$ cat src/hw/rtl/framed_packet_parser_with_ack_defines.svh
// Assertion macros for the framed packet parser top level.
`ifndef FRAMED_PACKET_PARSER_WITH_ACK_DEFINES_SVH
`define FRAMED_PACKET_PARSER_WITH_ACK_DEFINES_SVH

// Same-cycle implication, disabled during reset.
`define FPP_ASSERT_NOW(lbl, clk, rstn, ante, cons) \
    lbl: assert property (@(posedge clk) disable iff (!(rstn)) (ante) |-> (cons)) \
        else $error("fpp check failed");

// Next-cycle implication, disabled during reset.
`define FPP_ASSERT_NEXT(lbl, clk, rstn, ante, cons) \
    lbl: assert property (@(posedge clk) disable iff (!(rstn)) (ante) |=> (cons)) \
        else $error("fpp check failed");

`endif

$ cat src/hw/rtl/fpp_pkg.sv
// Package with phase codes, register indexes and acknowledge constants.
package fpp_pkg;

    localparam int unsigned BYTE_W = 8;
    localparam int unsigned PHASE_W = 3;
    localparam int unsigned CFG_IDX_W = 2;
    localparam int unsigned BEAT_W = 3;

    typedef logic [BYTE_W-1:0]    t_byte;
    typedef logic [PHASE_W-1:0]   t_phase;
    typedef logic [CFG_IDX_W-1:0] t_cfg_idx;
    typedef logic [BEAT_W-1:0]    t_beat;

    localparam t_phase PH_HUNT = 3'd0;
    localparam t_phase PH_CMD  = 3'd1;
    localparam t_phase PH_LEN  = 3'd2;
    localparam t_phase PH_DATA = 3'd3;
    localparam t_phase PH_STOP = 3'd4;

    localparam t_cfg_idx CFG_START = 2'd0;
    localparam t_cfg_idx CFG_STOP  = 2'd1;
    localparam t_cfg_idx CFG_ACK   = 2'd2;

    localparam t_byte START_RST = 8'h55;
    localparam t_byte STOP_RST  = 8'hAA;
    localparam t_byte ACK_RST   = 8'hFF;
    localparam t_byte ACK_LEN   = 8'h00;

    // Beats of one output run: echo, then the acknowledge frame.
    localparam t_beat BEAT_ECHO  = 3'd0;
    localparam t_beat BEAT_START = 3'd1;
    localparam t_beat BEAT_CMD   = 3'd2;
    localparam t_beat BEAT_LEN   = 3'd3;
    localparam t_beat BEAT_STOP  = 3'd4;

endpackage

$ cat src/hw/rtl/framed_packet_parser_with_ack.sv
// Top level: framed packet parser that echoes each byte and acknowledges good frames.
//
//  channel   dir  tdata (low bit up)   tlast         notes
//  s_axis    in   rx_byte[7:0]         -             one received byte per item
//  m_axis    out  tx_byte[7:0]         last_of_run   echo, then 4 ack bytes if any
//  cfg       in   i_cfg_wdata[7:0]     -             0 start, 1 stop, 2 ack command
//
// Items pass from the input register to a free output run register. With m_axis
// ready, echo-only items flow at one per cycle; an acknowledged frame holds the
// output run register for five beats; the next item waits in the input register.
// Reset (synchronous, active low) empties both registers, sets hunting, and loads
// the register defaults. A stalled m_axis holds the run and back-pressures s_axis.
`include "framed_packet_parser_with_ack_defines.svh"

module framed_packet_parser_with_ack (
    input  logic                i_clk,
    input  logic                i_rst_n,
    input  logic                s_axis_tvalid,
    output logic                s_axis_tready,
    input  fpp_pkg::t_byte      s_axis_tdata,   // [7:0] rx_byte
    output logic                m_axis_tvalid,
    input  logic                m_axis_tready,
    output fpp_pkg::t_byte      m_axis_tdata,   // [7:0] tx_byte
    output logic                m_axis_tlast,   // last_of_run
    input  logic                i_cfg_we,
    input  fpp_pkg::t_cfg_idx   i_cfg_idx,
    input  fpp_pkg::t_byte      i_cfg_wdata
);
    import fpp_pkg::*;

    t_byte r_start, r_stop, r_ackcmd;

    logic  r_in_vld;
    t_byte r_in_byte;

    logic  r_out_vld;
    t_byte r_out_echo;
    logic  r_out_ack;
    t_beat r_out_beat;

    logic  w_ack, w_in_take, w_out_fire, w_out_done;

    always_ff @(posedge i_clk) begin
        if (!i_rst_n) begin
            r_start  <= START_RST;
            r_stop   <= STOP_RST;
            r_ackcmd <= ACK_RST;
        end else if (i_cfg_we) begin
            unique case (i_cfg_idx)
                CFG_START: r_start  <= i_cfg_wdata;
                CFG_STOP:  r_stop   <= i_cfg_wdata;
                CFG_ACK:   r_ackcmd <= i_cfg_wdata;
                default:   ;
            endcase
        end
    end

    assign w_out_fire    = r_out_vld && m_axis_tready;
    assign w_out_done    = w_out_fire && m_axis_tlast;
    assign w_in_take     = r_in_vld && (!r_out_vld || w_out_done);
    assign s_axis_tready = !r_in_vld || w_in_take;

    always_ff @(posedge i_clk) begin
        if (!i_rst_n) begin
            r_in_vld <= 1'b0;
        end else if (s_axis_tready) begin
            r_in_vld <= s_axis_tvalid;
        end
    end

    always_ff @(posedge i_clk) begin
        if (s_axis_tready && s_axis_tvalid) r_in_byte <= s_axis_tdata;
    end

    fpp_parser u_parser (
        .i_clk          (i_clk),
        .i_rst_n        (i_rst_n),
        .i_step         (w_in_take),
        .i_byte         (r_in_byte),
        .i_start_marker (r_start),
        .i_stop_marker  (r_stop),
        .o_ack          (w_ack)
    );

    always_ff @(posedge i_clk) begin
        if (!i_rst_n) begin
            r_out_vld  <= 1'b0;
            r_out_beat <= BEAT_ECHO;
        end else if (w_in_take) begin
            r_out_vld  <= 1'b1;
            r_out_beat <= BEAT_ECHO;
        end else if (w_out_done) begin
            r_out_vld  <= 1'b0;
            r_out_beat <= BEAT_ECHO;
        end else if (w_out_fire) begin
            r_out_beat <= r_out_beat + 3'd1;
        end
    end

    always_ff @(posedge i_clk) begin
        if (w_in_take) begin
            r_out_echo <= r_in_byte;
            r_out_ack  <= w_ack;
        end
    end

    always_comb begin
        unique case (r_out_beat)
            BEAT_ECHO:  m_axis_tdata = r_out_echo;
            BEAT_START: m_axis_tdata = r_start;
            BEAT_CMD:   m_axis_tdata = r_ackcmd;
            BEAT_LEN:   m_axis_tdata = ACK_LEN;
            BEAT_STOP:  m_axis_tdata = r_stop;
            default:    m_axis_tdata = r_out_echo;
        endcase
    end

    assign m_axis_tvalid = r_out_vld;
    assign m_axis_tlast  = !r_out_ack || (r_out_beat == BEAT_STOP);

    // beat counter stays inside the acknowledge frame
    `FPP_ASSERT_NOW(a_beat_range, i_clk, i_rst_n, r_out_vld, r_out_beat <= BEAT_STOP)
    // an echo-only run never advances past its first beat
    `FPP_ASSERT_NOW(a_echo_single, i_clk, i_rst_n, r_out_vld && !r_out_ack,
                    r_out_beat == BEAT_ECHO)
    // a finished run with nothing queued leaves the output empty
    `FPP_ASSERT_NEXT(a_drain, i_clk, i_rst_n, w_out_done && !r_in_vld, !m_axis_tvalid)
    // a new item always starts its run at the echo beat
    `FPP_ASSERT_NEXT(a_run_start, i_clk, i_rst_n, w_in_take,
                     m_axis_tvalid && (r_out_beat == BEAT_ECHO))

endmodule

$ cat src/hw/rtl/fpp_parser.sv
// Frame phase tracker: decides per byte whether an acknowledge follows.
module fpp_parser (
    input  logic          i_clk,
    input  logic          i_rst_n,
    input  logic          i_step,
    input  fpp_pkg::t_byte i_byte,
    input  fpp_pkg::t_byte i_start_marker,
    input  fpp_pkg::t_byte i_stop_marker,
    output logic          o_ack
);
    import fpp_pkg::*;

    t_phase r_phase, n_phase;
    t_byte  r_remain, n_remain;
    t_byte  w_dec;

    assign w_dec = r_remain - 8'd1;

    always_comb begin
        n_phase  = r_phase;
        n_remain = r_remain;
        o_ack    = 1'b0;
        unique case (r_phase)
            PH_HUNT: begin
                if (i_byte == i_start_marker) n_phase = PH_CMD;
            end
            PH_CMD: begin
                n_phase = PH_LEN;
            end
            PH_LEN: begin
                n_remain = i_byte;
                n_phase  = (i_byte == 8'd0) ? PH_STOP : PH_DATA;
            end
            PH_DATA: begin
                n_remain = w_dec;
                if (w_dec == 8'd0) n_phase = PH_STOP;
            end
            PH_STOP: begin
                o_ack   = (i_byte == i_stop_marker);
                n_phase = PH_HUNT;
            end
            default: begin
                n_phase = PH_HUNT;
            end
        endcase
    end

    always_ff @(posedge i_clk) begin
        if (!i_rst_n) begin
            r_phase  <= PH_HUNT;
            r_remain <= '0;
        end else if (i_step) begin
            r_phase  <= n_phase;
            r_remain <= n_remain;
        end
    end

endmodule

$ cat config.mk
export PLATFORM = sky130hd
export DESIGN_NAME = framed_packet_parser_with_ack
export DESIGN_NICKNAME = d
export VERILOG_FILES = /design/src/hw/rtl/fpp_pkg.sv /design/src/hw/rtl/framed_packet_parser_with_ack.sv /design/src/hw/rtl/fpp_parser.sv
export VERILOG_INCLUDE_DIRS = /design/src /design/src/hw/rtl
export SDC_FILE = /design/constraint.sdc
export NUM_CORES = 1
export LEC_CHECK = 0
export ABC_AREA = 1
export BUFFER_PORTS_ARGS = -buffer_cell sky130_fd_sc_hd__buf_2
export CAP_MARGIN = 20
export CORE_MARGIN = 5
export CORE_UTILIZATION = 30
export DETAILED_ROUTE_END_ITERATION = 12
export GPL_TIMING_DRIVEN = 0
export MAX_ROUTING_LAYER = met4
export PLACE_DENSITY = 0.57
export SLEW_MARGIN = 20
export SYNTH_ARGS = -nofsm -noshare
export SYNTH_HDL_FRONTEND = slang
export SYNTH_SLANG_ARGS = --single-unit
$ cat constraint.sdc
create_clock -name i_clk -period 3.4 [get_ports i_clk]
set_input_delay 0.34 -clock i_clk [delete_from_list [all_inputs] [get_ports i_clk]]
set_output_delay 0.34 -clock i_clk [all_outputs]
set_load 0.02 [all_outputs]
==> metrics <==
Syn Nets 382; RR Endpoint u_parser.r_phase[2]; Mapped Area 2820 µm²; synthesis warning total 0; CTS Sinks 57; clk_lat worst skew 0.32 ns; Worst VDD drop 0.000208 V; H-tree levels 3; DRC viols 0; Final Max Tran Viols 0; FF-to-FF path depth 13; CP Depth 9; Leakage 1.39 nW; buffers and inverters on the worst path 3; hold buffer count at CTS 0; Clock Root Buffer clkbuf_8; Detailed Route Iter0 Violations 185; CP cell instances inv_1 -> ha_1 -> clkbuf_1 -> nor3_1 -> nor2_1 -> nor2_1 -> nand2_1 -> o2111ai_1 -> buf_2; WP data arrival 2.41 ns; Synth cell types 34; DIE AREA 11400 µm²; #FFs+latches synth 57; Slew headroom 0.557; outcome completed; crit-path leading delay family simple AND/OR/NAND/NOR gates; DPL Wire Length 5220 µm; clock skew after layout 0.00630 ns; CP max-delay cell nor2_1; Setup Buffers After CTS 0; WL/cell 14.2 µm; crit start category register; GRT Overall Usage 0.136; Vias/cell 4.76; Crit Reg-Reg Startpoint u_parser.r_remain[0]; core footprint 9200 µm²; global route overflow 0; Fin. Hold Viols 0; Tmin final 2.75 ns; CTS tree built; CTS Buffer Depth 2; antenna violations before repair 0; CTS resizes 0; post-layout util 0.356; IO buf count 32; slowest cell delay on critical path 0.51 ns; largest net degree at the start of global routing 11; max-cap viol count 0; # rows 35; Placed Instance Area 3120 µm²; layout cells sized above 1 0.162; Antenna Cells 0; overall die width 107 µm; first-pass GRT wire length 11800 µm; RSZ-0062 raised after global routing no; Routed Antenna Nets 0; P&R area growth vs syn 16.0%; total wire length 7250 µm; # nets final 425; Power Density 434 nW/µm²; DRT Pass-1 Iters 4; Setup-failing EPs final 0; Avg Cell Area, Syn 7.99 µm²; vias in the first global route 2304; CTS Buf Count 9; crit path capture m_axis_tdata[6]; number of fill cells 985; GP Congestion 0.877; Critical Path RT 3.06 ns; sequential fraction of the synthesis area 0.465; Reg clk slew, reported paths 0.07 ns; reg2reg setup slack 1.49 ns; Overall Power 1.42 mW; TNS Setup 0 ns; Die Y-Extent 107 µm; CP Launch Point r_out_beat[1]; Setup CP Type register to output pin; Highest Clock Rate 364 MHz; hold path startpoint s_axis_tdata[3]; min-delay worst type primary input to register; cell repeated most along the worst path nor2_1; final worst path period share 0.808; via count 2438; IO Pins 34; cell count after synthesis 353; Worst-Margin Slew 0.662 ns; Worst Path Max Fanout 9; initial core utilization 0.307; Worst setup EP type output pin; final instance area 3270 µm²
[cells in the mapped netlist]
master / number / area, µm²
a2111oi_0: 1 / 8.76
a21oi_1: 9 / 45.0
a21oi_2: 3 / 26.3
a21oi_4: 1 / 16.3
a221oi_1: 1 / 8.76
a31oi_1: 4 / 25.0
buf_4: 1 / 7.51
buf_8: 1 / 15.0
clkbuf_1: 5 / 18.8
clkinv_1: 1 / 3.75
dfxtp_1: 40 / 801
edfxtp_1: 17 / 510
ha_1: 6 / 75.1
inv_1: 29 / 109
inv_2: 3 / 11.3
nand2_1: 95 / 357
nand2_2: 3 / 18.8
nand2_4: 3 / 33.8
nand3_1: 35 / 175
nand3b_1: 1 / 7.51
nand4_1: 8 / 50.1
nor2_1: 35 / 131
nor2_2: 2 / 12.5
nor2_4: 1 / 11.3
nor2_8: 1 / 20.0
nor3_1: 3 / 15.0
nor3_2: 2 / 20.0
o2111ai_1: 2 / 17.5
o21ai_0: 16 / 80.1
o21ai_1: 4 / 20.0
o21ai_2: 1 / 8.76
o22ai_1: 3 / 18.8
xnor2_1: 13 / 114
xor2_1: 3 / 26.3
[layer usage]
| layer | up-vias | share of wire | track usage |
|---|---|---|---|
| met5 | - | 0 | - |
| met4 | 0 | 0.018 | 0.0594 |
| met3 | 11 | 0.059 | 0.0301 |
| met2 | 77 | 0.43 | 0.192 |
| met1 | 1099 | 0.50 | 0.187 |
| li1 | 1251 | - | - |
[metrics by stage]
stage / setup WS [ns] / hold slack (ns) / cells
5_1_grt: 0.381 / 0.166 / 512
3_3_place_gp: 1.02 / 0.445 / 496
6_report: 0.654 / 0.187 / 512
3_5_place_dp: 0.990 / 0.451 / 496
4_1_cts: 0.636 / 0.174 / 512
2_1_floorplan: 1.57 / 0.429 / 353
[worst min path at each step]
stage                   endpoint  slack (ns)  cells past startpoint
finish              r_in_byte[3]        0.19                      1
CTS                 r_in_byte[2]        0.17                      1
detailed placement   r_ackcmd[5]        0.45                      2
global placement     r_ackcmd[3]        0.45                      2
global route        r_in_byte[3]        0.17                      1
floorplan            r_ackcmd[0]        0.43                      2
[area by class of cell]
type	instances	area, µm²	area share
sequential	57	1310	0.401
buffer	7	41.3	0.0126
tap	111	139	0.0425
clock buffer	10	128	0.0390
multi-input combinational	256	1340	0.410
clock inverter	6	25.0	0.00765
timing repair buffer	32	160	0.0490
inverter	33	124	0.0379
[worst reg2reg max path, stage by stage (launching register included)]
cell and delay, ns:
dfxtp_1 0.32, inv_1 0.14, ha_1 0.21, inv_1 0.06, nor2_1 0.21, nand2_1 0.12, o21ai_0 0.18, nand2_1 0.10
nor2_1 0.11, nand2_1 0.07, nand2_2 0.10, nand3_1 0.08, nand2_1 0.07, nor2_1 0.04
[where the power goes]
group | internal, mW | total (mW) | switching, mW
clock | 0.252 | 0.518 | 0.266
combinational | 0.0537 | 0.143 | 0.0891
sequential | 0.732 | 0.760 | 0.0280
[registers in the layout, summed over array words and instances (netlist names)]
name               count
r_start                8
r_ackcmd               8
u_parser.r_phase       3
r_out_echo             8
r_in_byte              8
r_in_vld               1
m_axis_tvalid          1
r_out_ack              1
u_parser.r_remain      8
r_stop                 8
r_out_beat             3
[placed cells by master, fill, tap and decap left out, drive strengths merged]
master	Yosys	final
clkbuf	5	15
a31oi	4	4
o21ai	21	21
xnor2	13	13
buf	2	34
ha	6	6
edfxtp	17	17
a21oi	13	13
nand3b	1	1
nand4	8	8
xor2	3	3
nor3	5	5
nor2	39	39
a221oi	1	1
nand3	35	35
o22ai	3	3
o2111ai	2	2
inv	32	32
clkinv	1	7
dfxtp	40	40
nand2	101	101
a2111oi	1	1
[kinds of logic (layout without fill, tap and decap cells)]
logic type / after synthesis / in the layout / share of synthesized area
buffers and inverters: 40 / 88 / 0.0586
and+or+nand+nor: 189 / 189 / 0.302
xor gates and xnor gates: 16 / 16 / 0.0497
AOI/OAI and AO/OA: 45 / 45 / 0.0977
adders and majority gates: 6 / 6 / 0.0266
DFF: 57 / 57 / 0.465
Power figures use the tool's default switching activity.
